===== src/rtl/mmf_pkg.sv =====
package mmf_pkg;

	localparam int MAX_WINDOW  = 15;
	localparam int SAMPLE_BITS = 16;
	localparam int JIT_BITS    = 16;
	localparam int LEN_BITS    = $clog2(MAX_WINDOW + 1);
	localparam int AGE_BITS    = LEN_BITS;

	localparam logic [LEN_BITS-1:0] LEN_RESET = LEN_BITS'(3);
	localparam logic [LEN_BITS-1:0] LEN_NONE  = LEN_BITS'(0);

	// one window entry: sample plus its age in beats
	typedef struct packed {
		logic signed [SAMPLE_BITS-1:0] value;
		logic [JIT_BITS-1:0]           jitter;
		logic [AGE_BITS-1:0]           age;
	} entry_t;

	// handed left to right: neighbor content and whether it sorts before the new beat
	typedef struct packed {
		logic   valid;
		logic   le;
		entry_t ent;
	} link_t;

	// merged list position, handed right to left for the eviction shift
	typedef struct packed {
		logic   valid;
		entry_t ent;
	} merge_t;

	// per beat controls broadcast to every cell
	typedef struct packed {
		logic                step;
		logic                clear;
		logic [LEN_BITS-1:0] len;
		entry_t              fresh_ent;
	} cell_ctl_t;

endpackage


===== src/rtl/mmf_intf.sv =====
interface mmf_sample_if;
	import mmf_pkg::*;
	logic                          valid;
	logic                          ready;
	logic signed [SAMPLE_BITS-1:0] sample_value;
	logic [JIT_BITS-1:0]           sample_jitter;
	modport source (output valid, output sample_value, output sample_jitter, input ready);
	modport sink (input valid, input sample_value, input sample_jitter, output ready);
endinterface

interface mmf_median_if;
	import mmf_pkg::*;
	logic                          valid;
	logic                          ready;
	logic signed [SAMPLE_BITS-1:0] median_value;
	logic [JIT_BITS-1:0]           median_jitter;
	logic                          fresh;
	modport source (output valid, output median_value, output median_jitter, output fresh,
		input ready);
	modport sink (input valid, input median_value, input median_jitter, input fresh,
		output ready);
endinterface

interface mmf_cfg_if;
	import mmf_pkg::*;
	logic                valid;
	logic                ready;
	logic [LEN_BITS-1:0] window_length;
	modport source (output valid, output window_length, input ready);
	modport sink (input valid, input window_length, output ready);
endinterface


===== src/rtl/mmf_cell.sv =====
module mmf_cell (
	input  logic               clk,
	input  logic               arst_n,
	input  mmf_pkg::cell_ctl_t ctl,
	input  mmf_pkg::link_t     left,
	output mmf_pkg::link_t     right,
	input  mmf_pkg::merge_t    merge_next,
	output mmf_pkg::merge_t    merge_here,
	input  logic               evict_in,
	output logic               evict_out
);
	import mmf_pkg::*;

	logic   valid_q;
	entry_t ent_q;
	logic   le;
	merge_t merged;
	merge_t nxt;
	logic   oldest;

	// sorts before the new beat: equal values keep the older one first
	assign le = valid_q && (ent_q.value <= ctl.fresh_ent.value);

	assign right = '{valid: valid_q, le: le, ent: ent_q};

	// content of this position once the new beat is inserted
	always_comb begin
		merged = '0;
		if (le) begin
			merged.valid   = 1'b1;
			merged.ent     = ent_q;
			merged.ent.age = ent_q.age + AGE_BITS'(1);
		end else if (left.le) begin
			merged.valid = 1'b1;
			merged.ent   = ctl.fresh_ent;
		end else begin
			merged.valid   = left.valid;
			merged.ent     = left.ent;
			merged.ent.age = left.ent.age + AGE_BITS'(1);
		end
	end

	assign merge_here = merged;

	// the oldest entry drops out, everything after it moves one place left
	assign oldest    = merged.valid && (merged.ent.age == ctl.len - LEN_BITS'(1));
	assign evict_out = evict_in | oldest;
	assign nxt       = evict_out ? merge_next : merged;

	// occupancy
	always_ff @(posedge clk or negedge arst_n) begin
		if (!arst_n) begin
			valid_q <= 1'b0;
		end else if (ctl.clear) begin
			valid_q <= 1'b0;
		end else if (ctl.step) begin
			valid_q <= nxt.valid;
		end
	end

	// entry payload
	always_ff @(posedge clk) begin
		if (ctl.step) begin
			ent_q <= nxt.ent;
		end
	end

endmodule


===== src/rtl/moving_median_filter_unit.sv =====
// channel     | dir | beat contents
// sample_in   | in  | sample_value, sample_jitter
// median_out  | out | median_value, median_jitter, fresh
// cfg         | in  | window_length (0 is ignored, any other value empties the window)
//
// a sorted row of cells inserts the new sample, picks the median and evicts the
// oldest entry in the same cycle, one beat per clock while the output is not stalled.
// the result sits in an output register; a new sample is taken while it is
// taken or the register is empty, so a stalled output stalls the input.
// reset empties the window, sets the length to 3 and the last result to zero.
module moving_median_filter_unit (
	input logic           clk,
	input logic           arst_n,
	mmf_sample_if.sink    sample_in,
	mmf_median_if.source  median_out,
	mmf_cfg_if.sink       cfg
);
	import mmf_pkg::*;

	logic [LEN_BITS-1:0]           len_q;
	logic                          out_valid_q;
	logic signed [SAMPLE_BITS-1:0] last_val_q;
	logic [JIT_BITS-1:0]           last_jit_q;
	logic                          fresh_q;

	logic      step;
	logic      clear;
	cell_ctl_t ctl;
	link_t     lk [0:MAX_WINDOW];
	merge_t    mg [0:MAX_WINDOW];
	logic      ev [0:MAX_WINDOW];
	merge_t    med;

	// handshakes
	assign sample_in.ready = !out_valid_q || median_out.ready;
	assign cfg.ready       = 1'b1;
	assign step            = sample_in.valid && sample_in.ready;
	assign clear           = cfg.valid && (cfg.window_length != LEN_NONE);

	assign ctl = '{step: step, clear: clear, len: len_q,
		fresh_ent: '{value: sample_in.sample_value, jitter: sample_in.sample_jitter,
		age: '0}};

	// chain ends
	assign lk[0]          = '{valid: 1'b1, le: 1'b1, ent: '0};
	assign ev[0]          = 1'b0;
	assign mg[MAX_WINDOW] = '0;

	// sorted row of cells
	for (genvar p = 0; p < MAX_WINDOW; p++) begin : g_cell
		mmf_cell u_cell (
			.clk        (clk),
			.arst_n     (arst_n),
			.ctl        (ctl),
			.left       (lk[p]),
			.right      (lk[p+1]),
			.merge_next (mg[p+1]),
			.merge_here (mg[p]),
			.evict_in   (ev[p]),
			.evict_out  (ev[p+1])
		);
	end

	// median sits at merged position len/2
	assign med = mg[len_q >> 1];

	// window length register
	always_ff @(posedge clk or negedge arst_n) begin
		if (!arst_n) begin
			len_q <= LEN_RESET;
		end else if (clear) begin
			len_q <= cfg.window_length;
		end
	end

	// output register, holds the last median between fresh results
	always_ff @(posedge clk or negedge arst_n) begin
		if (!arst_n) begin
			out_valid_q <= 1'b0;
			fresh_q     <= 1'b0;
			last_val_q  <= '0;
			last_jit_q  <= '0;
		end else begin
			if (step) begin
				out_valid_q <= 1'b1;
				fresh_q     <= ev[MAX_WINDOW];
				if (ev[MAX_WINDOW]) begin
					last_val_q <= med.ent.value;
					last_jit_q <= med.ent.jitter;
				end
			end else if (median_out.ready) begin
				out_valid_q <= 1'b0;
			end
		end
	end

	assign median_out.valid         = out_valid_q;
	assign median_out.median_value  = last_val_q;
	assign median_out.median_jitter = last_jit_q;
	assign median_out.fresh         = fresh_q;

endmodule

===== src/flat_wrapper.sv =====
// flat-port wrapper written by rule: the top's interface ports become plain ports
module moving_median_filter_unit_flat import mmf_pkg::*;
  (clk, arst_n, sample_in_valid, sample_in_sample_value, sample_in_sample_jitter, sample_in_ready, median_out_valid, median_out_median_value, median_out_median_jitter, median_out_fresh, median_out_ready, cfg_valid, cfg_window_length, cfg_ready);
  mmf_sample_if sample_in_i ();
  mmf_median_if median_out_i ();
  mmf_cfg_if cfg_i ();
  input logic clk;
  input logic arst_n;
  input wire logic [$bits(sample_in_i.valid)-1:0] sample_in_valid;
  input wire logic [$bits(sample_in_i.sample_value)-1:0] sample_in_sample_value;
  input wire logic [$bits(sample_in_i.sample_jitter)-1:0] sample_in_sample_jitter;
  output wire logic [$bits(sample_in_i.ready)-1:0] sample_in_ready;
  output wire logic [$bits(median_out_i.valid)-1:0] median_out_valid;
  output wire logic [$bits(median_out_i.median_value)-1:0] median_out_median_value;
  output wire logic [$bits(median_out_i.median_jitter)-1:0] median_out_median_jitter;
  output wire logic [$bits(median_out_i.fresh)-1:0] median_out_fresh;
  input wire logic [$bits(median_out_i.ready)-1:0] median_out_ready;
  input wire logic [$bits(cfg_i.valid)-1:0] cfg_valid;
  input wire logic [$bits(cfg_i.window_length)-1:0] cfg_window_length;
  output wire logic [$bits(cfg_i.ready)-1:0] cfg_ready;
  assign sample_in_i.valid = sample_in_valid;
  assign sample_in_i.sample_value = sample_in_sample_value;
  assign sample_in_i.sample_jitter = sample_in_sample_jitter;
  assign sample_in_ready = sample_in_i.ready;
  assign median_out_valid = median_out_i.valid;
  assign median_out_median_value = median_out_i.median_value;
  assign median_out_median_jitter = median_out_i.median_jitter;
  assign median_out_fresh = median_out_i.fresh;
  assign median_out_i.ready = median_out_ready;
  assign cfg_i.valid = cfg_valid;
  assign cfg_i.window_length = cfg_window_length;
  assign cfg_ready = cfg_i.ready;
  moving_median_filter_unit u_core (.clk(clk), .arst_n(arst_n), .sample_in(sample_in_i), .median_out(median_out_i), .cfg(cfg_i));
endmodule

===== config.mk =====
export PLATFORM = sky130hd
export DESIGN_NAME = moving_median_filter_unit_flat
export DESIGN_NICKNAME = d
export VERILOG_FILES = /design/src/rtl/mmf_pkg.sv /design/src/rtl/mmf_intf.sv /design/src/rtl/mmf_cell.sv /design/src/rtl/moving_median_filter_unit.sv /design/src/flat_wrapper.sv
export SDC_FILE = /design/constraint.sdc
export NUM_CORES = 2
export LEC_CHECK = 0
export ABC_AREA = 1
export BUFFER_PORTS_ARGS = -buffer_cell sky130_fd_sc_hd__buf_2
export CAP_MARGIN = 40
export CORE_ASPECT_RATIO = 0.5
export CORE_MARGIN = 4
export CORE_UTILIZATION = 30
export CTS_BUF_LIST = sky130_fd_sc_hd__clkbuf_8 sky130_fd_sc_hd__clkbuf_16
export CTS_CLUSTER_DIAMETER = 120
export DETAILED_ROUTE_END_ITERATION = 10
export HOLD_SLACK_MARGIN = 0.12
export MAX_ROUTING_LAYER = met4
export SLEW_MARGIN = 20
export SYNTH_ARGS = -nofsm -noshare
export SYNTH_HDL_FRONTEND = slang
export SYNTH_SLANG_ARGS = --single-unit

===== constraint.sdc =====
create_clock -name clk -period 19.2 [get_ports clk]
set_input_delay 1.92 -clock clk [delete_from_list [all_inputs] [get_ports clk]]
set_output_delay 1.92 -clock clk [all_outputs]
set_load 0.02 [all_outputs]

==> results.md <==
- Status: finished, final reports clean
- Asr flop ratio synth: 0.08938
- Total power: 7056 µW
- Mapped Nets: 6315
- CTS H-tree depth: 3
- Leakage power: 0.02232 µW
- WHS Path Cells: 2
- Post-Syn Area: 44620 µm²
- Int Pwr: 4010 µW
- Post-Syn Area per Cell: 7.414 µm²
- Number of synthesized flops with an enable pin: 540
- Layout area overhead: 10.46%
- Sw Share: 0.4317
- Die footprint: 155300 µm²
- Synth Instances: 6018
- Peak VDD IR: 0.09168 mV
- Fin crit share: 0.4863
- Vias in the first global route: 36010
- GR Overflow Total: 0
- CTS tree: yes
- Synth area leaders: edfxtp_1 36%, nand2_1 13%, o21ai_0 12%, inv_1 7.3%, ha_1 7.2%
- Path depth of the worst reg2reg path: 26
- Worst path most repeated cell: nand2_1
- Chip Width: 553.4 µm
- Reg2reg end: u_core.median_out.median_value[14]$_DFFE_PN0P_
- # DRC: 0
- Iter 0 DRT Violations: 4557
- Final min period: 9.337 ns
- Sink Count: 593
- CP Class: input port to flip-flop
- Max Clock Freq: 107.1 MHz
- FF-to-FF setup slack: 11.28 ns
- Post-CTS resize count: 0
- Total Routing Usage GR: 0.1769
- CTS Buffer Depth: 3
- Area leader, netlist: edfxtp_1
- Endpoints failing setup: 0
- RePlAce Congestion: 0.8935
- Num rows: 99
- Hold EP: u_core.median_out.median_jitter[13]$_DFFE_PN0P_
- Worst hold path class: flip-flop to flip-flop
- WL/cell: 17.56 µm
- Post-detail-place hpwl: 94.50 mm
- Post-synth cell types: 59
- Hold Buf Count CTS: 0
- Starting Density: 0.3040
- Arrival @ worst endpoint: 9.91 ns
- RSZ-0062 raised after global routing: no
- DIE HEIGHT: 280.7 µm
- Worst Skew: 0.02795 ns
- Max-cap violations: 0
- CP peak stage delay: 0.70 ns
- Number of vias per cell: 5.055
- Total number of vias: 39860
- GR Util met1: 0.2681
- DP Worst Slack: 9.255 ns
- Top_reg_cell synth: edfxtp_1
- Worst-Margin Slew: 1.079 ns
- Gate power share: 0.472
- Worst EP required: 19.77 ns
- Final slew viol count: 0
- Worst hold slack: 0.4640 ns
- RR Startpoint: u_core.g_cell[2].u_cell.right[35]$_DFFE_PP_
- CP endpoint kind: flip-flop
- Layout cells sized above 1: 0.05530
- Worst Slack Setup Final: 9.863 ns
- Clk Latency, worst-skew pair: 0.65 ns
- M2 GR Usage: 0.2452
- Port Buffers: 75
- Psw: 3046 µW
- Antenna viol nets, final: 0
- Clock Power Share: 0.195
- Area share of the largest cell type after synthesis: 0.3635
- Clock slew at reported path FFs: 0.06 ns
- Drt first pass iters: 6
- Util after Layout: 0.3357
- Routed WL: 138.4 mm
- First-pass GRT wire length: 214.4 mm
- Slew margin rel.: 0.2810
- CTS buffer count: 72
- Core Box Area: 146800 µm²
- Setup bufs post-CTS: 0
- Final hold viol count: 0
- GRT busiest layer: met1
- Seq pwr share: 0.332
- Initial antenna violation count: 6
- IO Count: 77
- Root Driver: clkbuf_16
- Pwr/cell area: 143.2 nW/µm²
- Max FO, Critical Path: 77
- Slowest cell on the critical path: buf_4
- Largest net degree at the start of global routing: 169
- Min-delay src: u_core.median_out.median_jitter[13]$_DFFE_PN0P_
- Warnings from Yosys: 0
- Synth Register Bits: 593
- CP startpoint kind: input port
- Nets: 6152
- Setup tns final: 0 ns
- GRT met3 Usage: 0.02553
- Sequential area share after synthesis: 0.3932
==> metal layers <==
metal,routed length [µm],share of wire
met1,69490,0.50
met4,2888,0.021
met5,0,0
met3,11070,0.080
met2,55000,0.40
==> logic make-up after synthesis <==
group,after synthesis,synth area share
fa+ha+maj,256,0.07179
xor+xnor,53,0.01040
compound gates,1895,0.2420
buf+inv,1286,0.1091
mux,6,0.001346
flops,593,0.3932
other cells,1,0.00008405
simple gates,1928,0.1721
==> worst max path at each step <==
stage | startpoint | end | slack [ns] | cells after the start
6_report | sample_in_sample_value[9] | u_core.median_out.median_value[14]$_DFFE_PN0P_ | 9.86 | 32
5_1_grt | sample_in_sample_value[2] | u_core.median_out.median_value[14]$_DFFE_PN0P_ | 9.16 | 34
4_1_cts | sample_in_sample_value[10] | u_core.median_out.median_value[14]$_DFFE_PN0P_ | 9.91 | 29
3_5_place_dp | sample_in_sample_value[10] | u_core.median_out.median_jitter[7]$_DFFE_PN0P_ | 9.26 | 29
3_3_place_gp | sample_in_sample_value[2] | u_core.median_out.median_value[6]$_DFFE_PN0P_ | 9.38 | 34
2_1_floorplan | median_out_ready | u_core.g_cell[0].u_cell.right[0]$_DFFE_PP_ | 0.94 | 5
==> registers in the layout, summed over array words and instances, names as in the netlist <==
| name | cells |
|---|---|
| u_core.g_cell.u_cell.valid_q | 15 |
| u_core.median_out.median_jitter | 16 |
| u_core.g_cell.u_cell.right | 540 |
| u_core.median_out.valid | 1 |
| u_core.median_out.median_value | 16 |
| u_core.len_q | 4 |
| u_core.median_out.fresh | 1 |
==> critical path, delay by kind of cell <==
family          cells  cell delay, ns
xor+xnor            1            0.17
compound gates      1            0.23
buf+inv             8            2.94
simple gates       21            4.13
fa+ha+maj           1            0.34
==> stage by stage <==
stage	instance area [µm²]	std cells
after floorplan	44620	6018
after global placement	46620	7735
after detailed placement	46800	7743
after CTS	49130	7875
after global routing	49280	7884
final	49280	7885
==> synthesized netlist by cell type, drive strengths merged, types with 9 or more instances <==
cell type and n:
nor3 15, nand3 145, xnor2 28, o21bai 9, a211oi 10, clkbuf 357, ha 256, edfxtp 540
o211ai 380, o21ai 1109, a21oi 267, xor2 25, o2111ai 21, buf 52, nor2 241, a31oi 10
o32ai 12, dfrtp 51, nand4 19, o22ai 44, inv 872, nand2 1489
==> cell usage in the layout (no fill, tap or decap), drive strengths merged, types with 2 or more instances in the layout <==
| cell type | synthesis | routed |
|---|---|---|
| nor4 | 4 | 4 |
| nor2 | 241 | 241 |
| o2111ai | 21 | 21 |
| a211oi | 10 | 10 |
| a21o | 3 | 3 |
| nor3 | 15 | 15 |
| nand4 | 19 | 19 |
| o32ai | 12 | 12 |
| diode | 0 | 3 |
| nand3b | 7 | 7 |
| o211ai | 380 | 380 |
| inv | 872 | 893 |
| xnor2 | 28 | 28 |
| clkinv | 5 | 31 |
| a31oi | 10 | 10 |
| dfstp | 2 | 2 |
| mux2i | 6 | 6 |
| nand2 | 1489 | 1489 |
| ha | 256 | 256 |
| dfrtp | 51 | 51 |
| or2 | 5 | 5 |
| clkbuf | 357 | 81 |
| a22oi | 2 | 2 |
| nand3 | 145 | 145 |
| o22ai | 44 | 44 |
| edfxtp | 540 | 540 |
| o21ai | 1109 | 1109 |
| a221oi | 8 | 8 |
| buf | 52 | 172 |
| o21a | 3 | 3 |
| a21oi | 267 | 267 |
| o21bai | 9 | 9 |
| xor2 | 25 | 25 |
| o221ai | 8 | 8 |
| bufinv | 0 | 4 |
==> final cells by class <==
class | instances | area [µm²]
fillers | 15620 | 97500
multi-input cells | 4139 | 22300
flip-flops and latches | 593 | 17550
inverters | 877 | 3302
well taps | 1969 | 2464
clock buffers | 81 | 1959
repair buffers | 172 | 1326
clock inverters | 51 | 375.4
diodes | 3 | 7.507
==> power by group through the flow <==
| stage | Combinational, µW | Sequential (µW) | Clock [µW] |
|---|---|---|---|
| 2_1_floorplan | 2400 | 2370 | 0 |
| 5_1_grt | 3830 | 2390 | 1450 |
| 6_report | 3330 | 2340 | 1380 |
| 3_5_place_dp | 3260 | 2360 | 0 |
| 4_1_cts | 3280 | 2340 | 1410 |
| 3_3_place_gp | 3210 | 2360 | 0 |
Note: power is estimated with default switching activity, not from simulation.
